<file path="src/rtl/pest_pkg.sv">
// ----------------------------------------------------------------------------
// pest_pkg
// Shared types and codes for the priority event slot table.
// ----------------------------------------------------------------------------
package pest_pkg;

   // Width of slot index fields on the ports
   localparam int SLOT_INDEX_W = 6;

   // Configuration port
   localparam int CSR_INDEX_W = 1;
   localparam int CSR_DATA_W  = 3;
   localparam logic [CSR_INDEX_W-1:0] CSR_ACCEPT_ENABLE = 1'd0;
   localparam logic [CSR_INDEX_W-1:0] CSR_TOP_PRIORITY  = 1'd1;
   localparam logic [2:0] TOP_PRIORITY_RESET = 3'd7;

   // Result status codes
   localparam logic STATUS_OK   = 1'b0;
   localparam logic STATUS_FAIL = 1'b1;

   // Operation codes
   typedef enum logic [1:0] {
      OP_POST,
      OP_CLEAR,
      OP_GET,
      OP_DELETE_ALL
   } op_type;

   // One stored event
   typedef struct packed {
      logic [7:0]  code;
      logic [7:0]  source;
      logic [2:0]  prio;
      logic [31:0] length;
      logic [31:0] value;
      logic [31:0] handle;
   } slot_entry_type;

   // One result item
   typedef struct packed {
      logic                    status;
      logic [SLOT_INDEX_W-1:0] index;
      slot_entry_type          entry;
   } result_type;

endpackage

</file>
<file path="src/rtl/pest_slot_mem.sv">
// ----------------------------------------------------------------------------
// pest_slot_mem
// Slot storage: one write port, one read port with registered read data.
// ----------------------------------------------------------------------------
module pest_slot_mem
   import pest_pkg::*;
#(
   parameter int DEPTH = 16,
   parameter int AW    = 4
) (
   input  logic           clock,
   input  logic           wr_en,
   input  logic [AW-1:0]  wr_addr,
   input  slot_entry_type wr_data,
   input  logic           rd_en,
   input  logic [AW-1:0]  rd_addr,
   output slot_entry_type rd_data
);

   slot_entry_type mem [DEPTH];
   slot_entry_type rd_data_ff;

   // Write port
   always_ff @(posedge clock) begin
      if (wr_en) begin
         mem[wr_addr] <= wr_data;
      end
   end

   // Registered read port
   always_ff @(posedge clock) begin
      if (rd_en) begin
         rd_data_ff <= mem[rd_addr];
      end
   end

   assign rd_data = rd_data_ff;

endmodule

</file>
<file path="src/rtl/pest_engine.sv">
// ----------------------------------------------------------------------------
// pest_engine
// Operation sequencer: occupancy flags, slot walk for post and get, and the
// match/priority compare unit used by get, fed by the slot memory read port.
// ----------------------------------------------------------------------------
module pest_engine
   import pest_pkg::*;
#(
   parameter int SLOT_COUNT = 16,
   parameter int IDX_W      = 4
) (
   input  logic             clock,
   input  logic             reset,
   // new item
   input  logic             start,
   input  op_type           req_op,
   input  slot_entry_type   req_entry,
   input  logic [5:0]       req_sel,
   input  logic [7:0]       req_mask,
   // configuration
   input  logic             accept_enable,
   input  logic [2:0]       top_priority,
   // status / result
   output logic             busy,
   output logic             res_valid,
   output result_type       res,
   input  logic             res_take,
   // slot memory
   output logic             mem_wr_en,
   output logic [IDX_W-1:0] mem_wr_addr,
   output slot_entry_type   mem_wr_data,
   output logic             mem_rd_en,
   output logic [IDX_W-1:0] mem_rd_addr,
   input  slot_entry_type   mem_rd_data
);

   localparam logic [IDX_W-1:0] LAST_SLOT = IDX_W'(SLOT_COUNT - 1);
   localparam logic [SLOT_INDEX_W:0] SEL_LIMIT = (SLOT_INDEX_W + 1)'(SLOT_COUNT);

   typedef enum logic [1:0] {
      ST_IDLE,
      ST_POST,
      ST_GET,
      ST_DONE
   } state_type;

   // control state
   state_type              state_ff,       state_in;
   logic [IDX_W-1:0]       k_ff,           k_in;
   logic                   issue_done_ff,  issue_done_in;
   logic                   cmp_vld_ff,     cmp_vld_in;
   logic [IDX_W-1:0]       cmp_idx_ff,     cmp_idx_in;
   logic [SLOT_COUNT-1:0]  occ_ff,         occ_in;
   logic                   best_found_ff,  best_found_in;

   // datapath
   logic [2:0]             best_pri_ff,    best_pri_in;
   logic [IDX_W-1:0]       best_idx_ff,    best_idx_in;
   slot_entry_type         best_entry_ff,  best_entry_in;
   slot_entry_type         item_ff,        item_in;
   logic [7:0]             mask_ff,        mask_in;
   result_type             res_ff,         res_in;

   // compare unit
   logic                   cmp_match;
   logic                   cmp_hit;

   always_comb begin
      cmp_match = cmp_vld_ff && occ_ff[cmp_idx_ff]
                  && (!best_found_ff || (mem_rd_data.prio > best_pri_ff))
                  && ((mem_rd_data.source & mask_ff) != 8'd0);
      cmp_hit   = cmp_match && (mem_rd_data.prio >= top_priority);
   end

   // Next-state logic
   always_comb begin
      state_in      = state_ff;
      k_in          = k_ff;
      issue_done_in = issue_done_ff;
      cmp_vld_in    = 1'b0;
      cmp_idx_in    = cmp_idx_ff;
      occ_in        = occ_ff;
      best_found_in = best_found_ff;
      best_pri_in   = best_pri_ff;
      best_idx_in   = best_idx_ff;
      best_entry_in = best_entry_ff;
      item_in       = item_ff;
      mask_in       = mask_ff;
      res_in        = res_ff;
      mem_wr_en     = 1'b0;
      mem_rd_en     = 1'b0;

      case (state_ff)
         ST_IDLE: begin
            if (start) begin
               item_in       = req_entry;
               mask_in       = req_mask;
               k_in          = '0;
               issue_done_in = 1'b0;
               best_found_in = 1'b0;
               res_in        = '0;
               state_in      = ST_DONE;
               case (req_op)
                  OP_POST: begin
                     if (accept_enable) begin
                        state_in = ST_POST;
                     end else begin
                        res_in.status = STATUS_FAIL;
                     end
                  end
                  OP_CLEAR: begin
                     if ({1'b0, req_sel} < SEL_LIMIT) begin
                        occ_in[req_sel[IDX_W-1:0]] = 1'b0;
                        res_in.index = req_sel;
                     end else begin
                        res_in.status = STATUS_FAIL;
                     end
                  end
                  OP_GET: begin
                     if (accept_enable) begin
                        state_in = ST_GET;
                     end else begin
                        res_in.status = STATUS_FAIL;
                     end
                  end
                  OP_DELETE_ALL: begin
                     occ_in = '0;
                  end
                  default: begin
                     res_in.status = STATUS_FAIL;
                  end
               endcase
            end
         end

         // walk flags for the lowest empty slot
         ST_POST: begin
            if (!occ_ff[k_ff]) begin
               mem_wr_en     = 1'b1;
               occ_in[k_ff]  = (item_ff.code != 8'd0);
               res_in.status = STATUS_OK;
               res_in.index  = SLOT_INDEX_W'(k_ff);
               state_in      = ST_DONE;
            end else if (k_ff == LAST_SLOT) begin
               res_in.status = STATUS_FAIL;
               state_in      = ST_DONE;
            end else begin
               k_in = k_ff + 1'b1;
            end
         end

         // read one slot per cycle, compare it in the cycle after its read
         ST_GET: begin
            if (!issue_done_ff) begin
               mem_rd_en  = 1'b1;
               cmp_vld_in = 1'b1;
               cmp_idx_in = k_ff;
               if (k_ff == LAST_SLOT) begin
                  issue_done_in = 1'b1;
               end else begin
                  k_in = k_ff + 1'b1;
               end
            end
            if (cmp_match) begin
               best_found_in = 1'b1;
               best_pri_in   = mem_rd_data.prio;
               best_idx_in   = cmp_idx_ff;
               best_entry_in = mem_rd_data;
            end
            if (cmp_vld_ff && (cmp_hit || (cmp_idx_ff == LAST_SLOT))) begin
               cmp_vld_in = 1'b0;
               state_in   = ST_DONE;
               if (cmp_match) begin
                  res_in.status = STATUS_OK;
                  res_in.index  = SLOT_INDEX_W'(cmp_idx_ff);
                  res_in.entry  = mem_rd_data;
               end else if (best_found_ff) begin
                  res_in.status = STATUS_OK;
                  res_in.index  = SLOT_INDEX_W'(best_idx_ff);
                  res_in.entry  = best_entry_ff;
               end else begin
                  res_in.status = STATUS_FAIL;
               end
            end
         end

         ST_DONE: begin
            if (res_take) begin
               state_in = ST_IDLE;
            end
         end

         default: begin
            state_in = ST_IDLE;
         end
      endcase
   end

   // Control state and registered outputs
   always_ff @(posedge clock) begin
      if (reset) begin
         state_ff      <= ST_IDLE;
         k_ff          <= '0;
         issue_done_ff <= 1'b0;
         cmp_vld_ff    <= 1'b0;
         cmp_idx_ff    <= '0;
         occ_ff        <= '0;
         best_found_ff <= 1'b0;
      end else begin
         state_ff      <= state_in;
         k_ff          <= k_in;
         issue_done_ff <= issue_done_in;
         cmp_vld_ff    <= cmp_vld_in;
         cmp_idx_ff    <= cmp_idx_in;
         occ_ff        <= occ_in;
         best_found_ff <= best_found_in;
      end
   end

   // Datapath registers
   always_ff @(posedge clock) begin
      best_pri_ff   <= best_pri_in;
      best_idx_ff   <= best_idx_in;
      best_entry_ff <= best_entry_in;
      item_ff       <= item_in;
      mask_ff       <= mask_in;
      res_ff        <= res_in;
   end

   assign busy        = (state_ff != ST_IDLE);
   assign res_valid   = (state_ff == ST_DONE);
   assign res         = res_ff;
   assign mem_wr_addr = k_ff;
   assign mem_wr_data = item_ff;
   assign mem_rd_addr = k_ff;

   // Checks
   a_no_rw_overlap: assert property (@(posedge clock) disable iff (reset)
      !(mem_wr_en && mem_rd_en))
      else $error("slot memory written and read in one cycle");

   a_cmp_only_in_get: assert property (@(posedge clock) disable iff (reset)
      cmp_vld_ff |-> (state_ff == ST_GET))
      else $error("compare stage active outside get");

   a_start_when_idle: assert property (@(posedge clock) disable iff (reset)
      start |-> (state_ff == ST_IDLE))
      else $error("item started while busy");

   a_post_finishes: assert property (@(posedge clock) disable iff (reset)
      mem_wr_en |=> (state_ff == ST_DONE) && (res_ff.status == STATUS_OK))
      else $error("post wrote a slot without reporting it");

   a_get_returns_occupied: assert property (@(posedge clock) disable iff (reset)
      ((state_ff == ST_GET) && (state_in == ST_DONE) && (res_in.status == STATUS_OK))
      |-> occ_ff[res_in.index[IDX_W-1:0]])
      else $error("get returned an empty slot");

endmodule

</file>
<file path="src/rtl/priority_event_slot_table_core.sv">
// ----------------------------------------------------------------------------
// priority_event_slot_table_core
// Event slot table with post, clear, get-best and delete-all operations.
// ----------------------------------------------------------------------------
// One item at a time. Clear and delete-all go straight to the result state.
// Post walks the occupancy flags one slot per cycle up to the lowest free slot
// and fails on a full table. Get reads the slot memory one slot per cycle
// through its single registered read port and compares each slot in the cycle
// after its read, ending early when a slot at or above the top priority level
// is found. A finished result moves into the output register; the next item is
// taken once the sequencer has handed its result over. Slot contents other than
// the occupancy flags are not reset; delete-all clears all flags at once.
// ----------------------------------------------------------------------------
module priority_event_slot_table_core
   import pest_pkg::*;
#(
   parameter int SLOT_COUNT = 16
) (
   input  logic                   clock,
   input  logic                   reset,
   // input item channel
   input  logic                   req_valid,
   output logic                   req_stall,
   input  logic [1:0]             req_operation,
   input  logic [7:0]             req_event_code,
   input  logic [7:0]             req_source_bits,
   input  logic [2:0]             req_priority_level,
   input  logic [31:0]            req_payload_length,
   input  logic [31:0]            req_payload_value,
   input  logic [31:0]            req_payload_handle,
   input  logic [5:0]             req_slot_select,
   input  logic [7:0]             req_source_mask,
   // result channel
   output logic                   rsp_valid,
   input  logic                   rsp_stall,
   output logic                   rsp_status,
   output logic [5:0]             rsp_slot_index,
   output logic [7:0]             rsp_event_code_out,
   output logic [7:0]             rsp_source_out,
   output logic [2:0]             rsp_priority_out,
   output logic [31:0]            rsp_length_out,
   output logic [31:0]            rsp_value_out,
   output logic [31:0]            rsp_handle_out,
   // configuration
   input  logic                   csr_write,
   input  logic [CSR_INDEX_W-1:0] csr_index,
   input  logic [CSR_DATA_W-1:0]  csr_wdata
);

   localparam int IDX_W = $clog2(SLOT_COUNT);

   logic             accept_enable_ff, accept_enable_in;
   logic [2:0]       top_priority_ff,  top_priority_in;
   logic             rsp_valid_ff,     rsp_valid_in;
   result_type       rsp_ff,           rsp_in;

   logic             start;
   logic             busy;
   logic             res_valid;
   logic             res_take;
   result_type       res;
   slot_entry_type   req_entry;
   logic             mem_wr_en;
   logic [IDX_W-1:0] mem_wr_addr;
   slot_entry_type   mem_wr_data;
   logic             mem_rd_en;
   logic [IDX_W-1:0] mem_rd_addr;
   slot_entry_type   mem_rd_data;

   // Input handshake
   assign req_stall = busy;
   assign start     = req_valid && !busy;

   always_comb begin
      req_entry.code   = req_event_code;
      req_entry.source = req_source_bits;
      req_entry.prio   = req_priority_level;
      req_entry.length = req_payload_length;
      req_entry.value  = req_payload_value;
      req_entry.handle = req_payload_handle;
   end

   // Configuration registers
   always_comb begin
      accept_enable_in = accept_enable_ff;
      top_priority_in  = top_priority_ff;
      if (csr_write) begin
         case (csr_index)
            CSR_ACCEPT_ENABLE: accept_enable_in = csr_wdata[0];
            CSR_TOP_PRIORITY:  top_priority_in  = csr_wdata[2:0];
            default: begin
            end
         endcase
      end
   end

   // Output register
   assign res_take = res_valid && (!rsp_valid_ff || !rsp_stall);

   always_comb begin
      rsp_valid_in = rsp_valid_ff && rsp_stall;
      rsp_in       = rsp_ff;
      if (res_take) begin
         rsp_valid_in = 1'b1;
         rsp_in       = res;
      end
   end

   always_ff @(posedge clock) begin
      if (reset) begin
         accept_enable_ff <= 1'b0;
         top_priority_ff  <= TOP_PRIORITY_RESET;
         rsp_valid_ff     <= 1'b0;
      end else begin
         accept_enable_ff <= accept_enable_in;
         top_priority_ff  <= top_priority_in;
         rsp_valid_ff     <= rsp_valid_in;
      end
   end

   always_ff @(posedge clock) begin
      rsp_ff <= rsp_in;
   end

   pest_slot_mem #(
      .DEPTH (SLOT_COUNT),
      .AW    (IDX_W)
   ) u_slot_mem (
      .clock   (clock),
      .wr_en   (mem_wr_en),
      .wr_addr (mem_wr_addr),
      .wr_data (mem_wr_data),
      .rd_en   (mem_rd_en),
      .rd_addr (mem_rd_addr),
      .rd_data (mem_rd_data)
   );

   pest_engine #(
      .SLOT_COUNT (SLOT_COUNT),
      .IDX_W      (IDX_W)
   ) u_engine (
      .clock         (clock),
      .reset         (reset),
      .start         (start),
      .req_op        (op_type'(req_operation)),
      .req_entry     (req_entry),
      .req_sel       (req_slot_select),
      .req_mask      (req_source_mask),
      .accept_enable (accept_enable_ff),
      .top_priority  (top_priority_ff),
      .busy          (busy),
      .res_valid     (res_valid),
      .res           (res),
      .res_take      (res_take),
      .mem_wr_en     (mem_wr_en),
      .mem_wr_addr   (mem_wr_addr),
      .mem_wr_data   (mem_wr_data),
      .mem_rd_en     (mem_rd_en),
      .mem_rd_addr   (mem_rd_addr),
      .mem_rd_data   (mem_rd_data)
   );

   assign rsp_valid          = rsp_valid_ff;
   assign rsp_status         = rsp_ff.status;
   assign rsp_slot_index     = rsp_ff.index;
   assign rsp_event_code_out = rsp_ff.entry.code;
   assign rsp_source_out     = rsp_ff.entry.source;
   assign rsp_priority_out   = rsp_ff.entry.prio;
   assign rsp_length_out     = rsp_ff.entry.length;
   assign rsp_value_out      = rsp_ff.entry.value;
   assign rsp_handle_out     = rsp_ff.entry.handle;

endmodule
</file>
<file path="config.mk">
export PLATFORM = sky130hd
export DESIGN_NAME = priority_event_slot_table_core
export DESIGN_NICKNAME = d
export VERILOG_FILES = /design/src/rtl/pest_pkg.sv /design/src/rtl/pest_slot_mem.sv /design/src/rtl/pest_engine.sv /design/src/rtl/priority_event_slot_table_core.sv
export SDC_FILE = /design/constraint.sdc
export NUM_CORES = 2
export LEC_CHECK = 0
export ABC_AREA = 0
export BUFFER_PORTS_ARGS = -buffer_cell sky130_fd_sc_hd__buf_2
export CAP_MARGIN = 25
export CORE_MARGIN = 4
export CORE_UTILIZATION = 30
export DETAILED_ROUTE_END_ITERATION = 6
export GPL_ROUTABILITY_DRIVEN = 1
export PLACE_DENSITY = 0.43
export SLEW_MARGIN = 10
export SYNTH_ARGS = -nofsm -noshare
export SYNTH_HDL_FRONTEND = slang
export SYNTH_HIERARCHICAL = 1
export SYNTH_SLANG_ARGS = --single-unit
</file>
<file path="constraint.sdc">
create_clock -name clock -period 14.4 [get_ports clock]
set_input_delay 0.72 -clock clock [delete_from_list [all_inputs] [get_ports clock]]
set_output_delay 0.72 -clock clock [all_outputs]
set_load 0.02 [all_outputs]
</file>
; After elaboration in Yosys (flattened, before gate mapping)
; Memories as Yosys holds them, arrays and structs flattened. A register that Yosys moved wholly into a read port is not among the register bits.
; Cells that the tools add are included.
[word_totals]
register_bits = 520
ramBits = 1840
inputBits = 140
output_inout_bits = 124
wordCells = 171
mem_count = 1
[classes]
addsub = 1
n_lt_le_gt_ge = 8
n_eq_ne = 19
mux = 56
bitwise_logic = 6
n_reduce_logical = 40
[mem_list]
columns = memory, words, word_bits, read_ports, rd_clocked_by_memory_dff, wr, line_no
row1 = u_slot_mem.mem, 16, 115, 1, 1, 1, pest_slot_mem.sv:20  ; slot_entry_type mem [DEPTH];
[ops]
columns = cell, count
row1 = 122-bit two-way mux, 3
row2 = 115-bit case mux with 2 select lines, 1
row3 = 121-bit two-way mux, 1
row4 = 16-bit case mux with 2 select lines, 2
row5 = 16-bit two-way mux, 3
row6 = 1-bit two-way mux, 21
row7 = 7-bit case mux with 3 select lines, 1
row8 = 6-bit two-way mux, 3
row9 = 16-bit AND, 1
row10 = 16-bit bitwise mux, 1
row11 = 4-bit two-way mux, 4
row12 = 16-bit NOT, 1
row13 = 4-bit AND reduction, 4
row14 = 8-bit nonzero test, 2
row15 = "4-bit by 5-bit < comparator with 1-bit output, second input constant", 3
row16 = 2-bit two-way mux, 6
row17 = 4-bit case mux with 3 select lines, 1
row18 = 2-bit AND reduction, 6
row19 = 1-bit logical AND, 10
row20 = 5-bit AND reduction, 2
row21 = 8-bit AND, 1
row22 = 1-bit binary-select mux with 4-bit select, 2
row23 = 1-bit demux with 4-bit select, 2
row24 = "2-bit == test, second input constant", 4
row25 = 24 further kinds, 45

; Logic depth before layout (Yosys ltp)
[logic_depth]
depth_word = 10
mapped_depth = 11
mapped_depth_nobuf = 9

; By module
; Netlist, hierarchy kept.
[by_module_without_submodules]
columns = mod, instances, cells_per_inst, area_per_inst_um2, seq_area_each_um2
row1 = pest_slot_mem, 1, 2940, 72240.5, 58706.3
row2 = pest_engine, 1, 980, 15633.7, 11511.0
row3 = priority_event_slot_table_core, 1, 142, 3866.2, 3763.6

; Worst setup path before layout
; OpenSTA, ideal clock, no wires.
[synth_path]
path_kind = input-to-reg
from = in rsp_stall
to = reg u_engine.state_ff[0]
setup_ns = 0.079
arrival_ns = 10.981
required_time_ns = 14.321
path_slack_ns = 3.340
cell_stages = 4
n_path_buf = 0
cell_sequence = a21boi_0 -> nor2_1 -> or4_1 -> o211ai_1
[synth_between]
elab_chain_len = 5
[synth_rtl]
columns = element, line_no
row1 = start: declaration, priority_event_slot_table_core.sv:35  ; input logic rsp_stall,
row2 = 1-bit logical NOT, priority_event_slot_table_core.sv:98  ; assign res_take = res_valid && (!rsp_valid_ff || !rsp_stall);
row3 = 1-bit logical OR, priority_event_slot_table_core.sv:98
row4 = 1-bit logical AND, priority_event_slot_table_core.sv:98
row5 = 2-bit by 1-bit inequality test with 1-bit output (no source line), -
row6 = 4-bit AND reduction (no source line), -
row7 = end signal: assignment, pest_engine.sv:210  ; state_ff <= state_in;
row8 = end: declaration, pest_engine.sv:48  ; state_type state_ff, state_in;
; Every way passes these cells.
; A chain may end at the register's enable or synchronous reset.

; Worst setup path after layout
[layout_path]
from = reg u_engine.state_ff[1]
to = mem u_slot_mem/mem[2][51] (netlist bit), enable pin
[layout_between]
elab_chain_len = 4
[layout_rtl]
columns = element, line_no
row1 = 2-bit by 1-bit == test with 1-bit output, pest_engine.sv:93  ; case (state_ff)
row2 = 1-bit two-way mux, pest_engine.sv:93
row3 = net mem_wr_en, priority_event_slot_table_core.sv:63  ; logic mem_wr_en;
row4 = 1-bit two-way mux, pest_slot_mem.sv:25  ; if (wr_en) begin
row5 = 1-bit two-way mux (not written as such), pest_slot_mem.sv:26  ; mem[wr_addr] <= wr_data;
row6 = end: declaration, pest_slot_mem.sv:20
; The timed path passes the listed nets, and every way through them passes these cells.

==> results_dict.tcl <==
set metrics [dict create \
    drc 0 \
    p_sw_frac 0.251 \
    cap_violations 0 \
    nNetsFinal 4667 \
    wl_per_cell_um 27.0 \
    comb_power_share 0.123 \
    cts_tree "built" \
    cts_buffers 282 \
    period_share 0.383 \
    drt-initial-drc-count 3535 \
    crit_arrival_ns 5.96 \
    tightest_slew_ns 1.17 \
    dp_hpwl_mm 124 \
    dieArea_sq_um 315000 \
    die_width_um 561 \
    worst_hold_path_type "primary input to flip-flop" \
    pwr-share-seq 0.513 \
    synth_edf_count 2441 \
    cts.clk_slew.worst_paths_ns 0.06 \
    wirelength_mm 238 \
    post_cts_buffers 0 \
    seq_area_frac_synth 0.806 \
    yosysWarnings 6 \
    ys_async_sr_fraction 0 \
    outcome "finished, final reports clean" \
    antenna_found_initial 18 \
    grt_pass1_wl_mm 341 \
    setup_slack_ns 8.89 \
    endpoint_kind "flip-flop" \
    syn_to_final_growth_pct 16.3 \
    intPower_mw 13.8 \
    whs_ns 0.0710 \
    critical_path.max_stage_delay_ns 0.83 \
    gr-total-overflow 0 \
    p_switching_mw 4.62 \
    hold_path_depth 1 \
    place.gp.congestion 0.749 \
    ys_types 57 \
    synth_seq_cells 2475 \
    crit_required_ns 14.85 \
    fin_util 0.352 \
    io_pins 264 \
    slowest_stage "buf_4" \
    grt_max_degree 131 \
    setup-violations-final 0 \
    synth_area_sq_um 91700 \
    skew_ns 0.0417 \
    cts_buffer_depth 4 \
    critPathLaunchType "flip-flop" \
    crit_type "flip-flop to flip-flop" \
    place_worst_setup_slack_ns 8.88 \
    fin_tns_setup_ns 0 \
    ant_nets 0 \
    fp.coreArea_sq_um 304000 \
    period_minus_slack_ns 5.51 \
    power_mw 18.4 \
    drv_slew 0 \
    root_buffer "clkbuf_16" \
    die_h_um 561 \
    io_buffers 263 \
    grt_pass1_vias 44800 \
    avgSynthCellArea_sq_um 22.6 \
    rsz0062_at_grt "false" \
    vias 42300 \
    peakVddDrop_mv 0.102 \
    p_per_area_nw_per_um2 172 \
    grt.total_usage 0.148 \
    cts.sinks 2475 \
    dr.pass1.iters 7 \
    crit_chain "inv_1, ha_1, inv_1, nor2_1, a21boi_1, a41oi_1, inv_1, or3b_1, nor2_4, buf_4, buf_4, buf_4" \
    ff2ff_path_depth 12 \
    netlist_instances 4062 \
    finalHoldViolCount 0 \
    crit_fanout 43 \
    start_util 0.302 \
    drive_above_1_share 0.256 \
    h-tree-depth 5 \
    p_leak_nw 32.5 \
    synth-main-ff-cell "edfxtp_1" \
    p_clk_frac 0.364 \
    relSlewSlack 0.223 \
    row_count 202 \
    via_per_inst 4.81 \
    fmax_mhz 181 \
    clk_latency_ns 0.84 \
]
[cell type report]
| type | instances | area, sq um |
|---|---|---|
| fill | 28100 | 197000 |
| multi-input combinational | 1363 | 16700 |
| tap | 4080 | 5100 |
| antenna | 6 | 15.0 |
| sequential | 2475 | 74000 |
| clock buffer | 356 | 7580 |
| clock inverter | 131 | 910 |
| inverter | 21 | 93.8 |
| timing repair buffer | 369 | 2340 |
[logic make-up (layout without fill, tap and decap cells)]
| kind of cell | count (synthesis) | in the layout | share of synthesized area |
|---|---|---|---|
| AOI/OAI and AO/OA | 360 | 360 | 0.0274 |
| adders and majority gates | 15 | 15 | 0.00205 |
| buffers and inverters | 225 | 877 | 0.0136 |
| DFF | 2475 | 2475 | 0.806 |
| muxes | 597 | 597 | 0.129 |
| other | 1 | 8 | 0.0000409 |
| and+or+nand+nor | 389 | 389 | 0.0215 |
[cell usage after synthesis (all sizes together), types with 3 or more instances]
cell	count	area share
or2	3	0.00020
a211o	3	0.00029
nor2	38	0.0016
buf	116	0.0091
nand2	148	0.0061
edfxtp	2441	0.80
clkbuf	88	0.0036
a22oi	238	0.019
a21boi	3	0.00025
ha	15	0.0020
o32ai	3	0.00029
nand3b	3	0.00025
nor2b	127	0.0087
o21ai	46	0.0025
a32oi	4	0.00038
inv	21	0.00086
a31oi	9	0.00061
nand2b	11	0.00075
mux4	468	0.11
and3	10	0.00068
o211ai	3	0.00025
and2	5	0.00034
nor3	10	0.00055
nand3	5	0.00027
mux2i	129	0.014
dfxtp	34	0.0074
nand4	17	0.0012
a21oi	35	0.0019
[power groups by stage]
stage / Sequential (mW) / Combinational, mW / Clock, mW
2_1_floorplan: 9.47 / 1.59 / 0
4_1_cts: 9.47 / 2.34 / 6.94
5_1_grt: 9.54 / 2.47 / 7.25
6_report: 9.44 / 2.26 / 6.70
3_3_place_gp: 9.60 / 2.32 / 0
3_5_place_dp: 9.62 / 2.34 / 0
[routing by layer]
layer	GRT usage	part of all wire	vias up
li1	-	-	17900
met1	0.215	0.46	23000
met2	0.238	0.47	1069
met3	0.0226	0.047	301
met4	0.0318	0.017	8
met5	0	0.00017	-
[sequential cells by signal (all words and copies together) (netlist names), 2 cells and up]
name                    flops
rsp_event_code_out          8
u_slot_mem/rd_data        115
u_slot_mem/mem           1840
rsp_source_out              8
u_engine/occ_ff            16
u_engine/mem_rd_addr        4
u_engine/cmp_idx_ff         4
rsp_priority_out            3
u_engine/mem_wr_data      115
u_engine/res              122
u_engine/best_entry_ff    115
u_engine/best_idx_ff        4
top_priority_ff             3
u_engine/state_ff           2
rsp_length_out             32
rsp_handle_out             32
rsp_value_out              32
rsp_slot_index              6
u_engine/mask_ff            8
[worst max-delay path: cells and delay by family, from the launching register on]
kind | cells | cell delay, ns
buffers and inverters | 6 | 2.82
flip-flops | 1 | 0.34
AND/OR/NAND/NOR | 3 | 0.82
AO/OA/AOI/OAI | 2 | 0.36
adder cells (fa/ha/maj) | 1 | 0.67
[worst paths after layout]
kind / startpoint / to / slack, ns
setup / recovery: u_engine/state_ff[1]$_SDFFE_PP0P_ / u_slot_mem/mem[2][51]$_DFFE_PP_ / 8.89
hold reg to reg: u_engine/res[88]$_SDFFCE_PN0P_ / rsp_length_out[24]$_DFFE_PP_ / 0.41
hold / removal: req_event_code[0] / u_engine/mem_wr_data[107]$_DFFE_PP_ / 0.07
setup reg to reg: u_engine/state_ff[1]$_SDFFE_PP0P_ / u_slot_mem/mem[2][51]$_DFFE_PP_ / 8.89
[per-stage QoR]
step | cells | instance area (sq um)
after floorplan | 4063 | 91700
after global placement | 8287 | 98000
after detailed placement | 8291 | 98100
after CTS | 8795 | 107000
after global routing | 8797 | 107000
final | 8801 | 107000
[cells in the final DEF (no fill, tap or decap), drive strengths merged, types with 35 or more instances in the layout]
cell type / n
a21oi: 35
a22oi: 238
buf: 352
clkbuf: 356
clkinv: 106
edfxtp: 2441
mux2i: 129
mux4: 468
nand2: 148
nor2: 38
nor2b: 127
o21ai: 46
[repair_timing]
action	4_1_cts	5_1_grt
gates resized for setup	0	0
endpoints found under the hold margin	17	0
hold buffers	17	0
(Power assumes the default switching activity.)
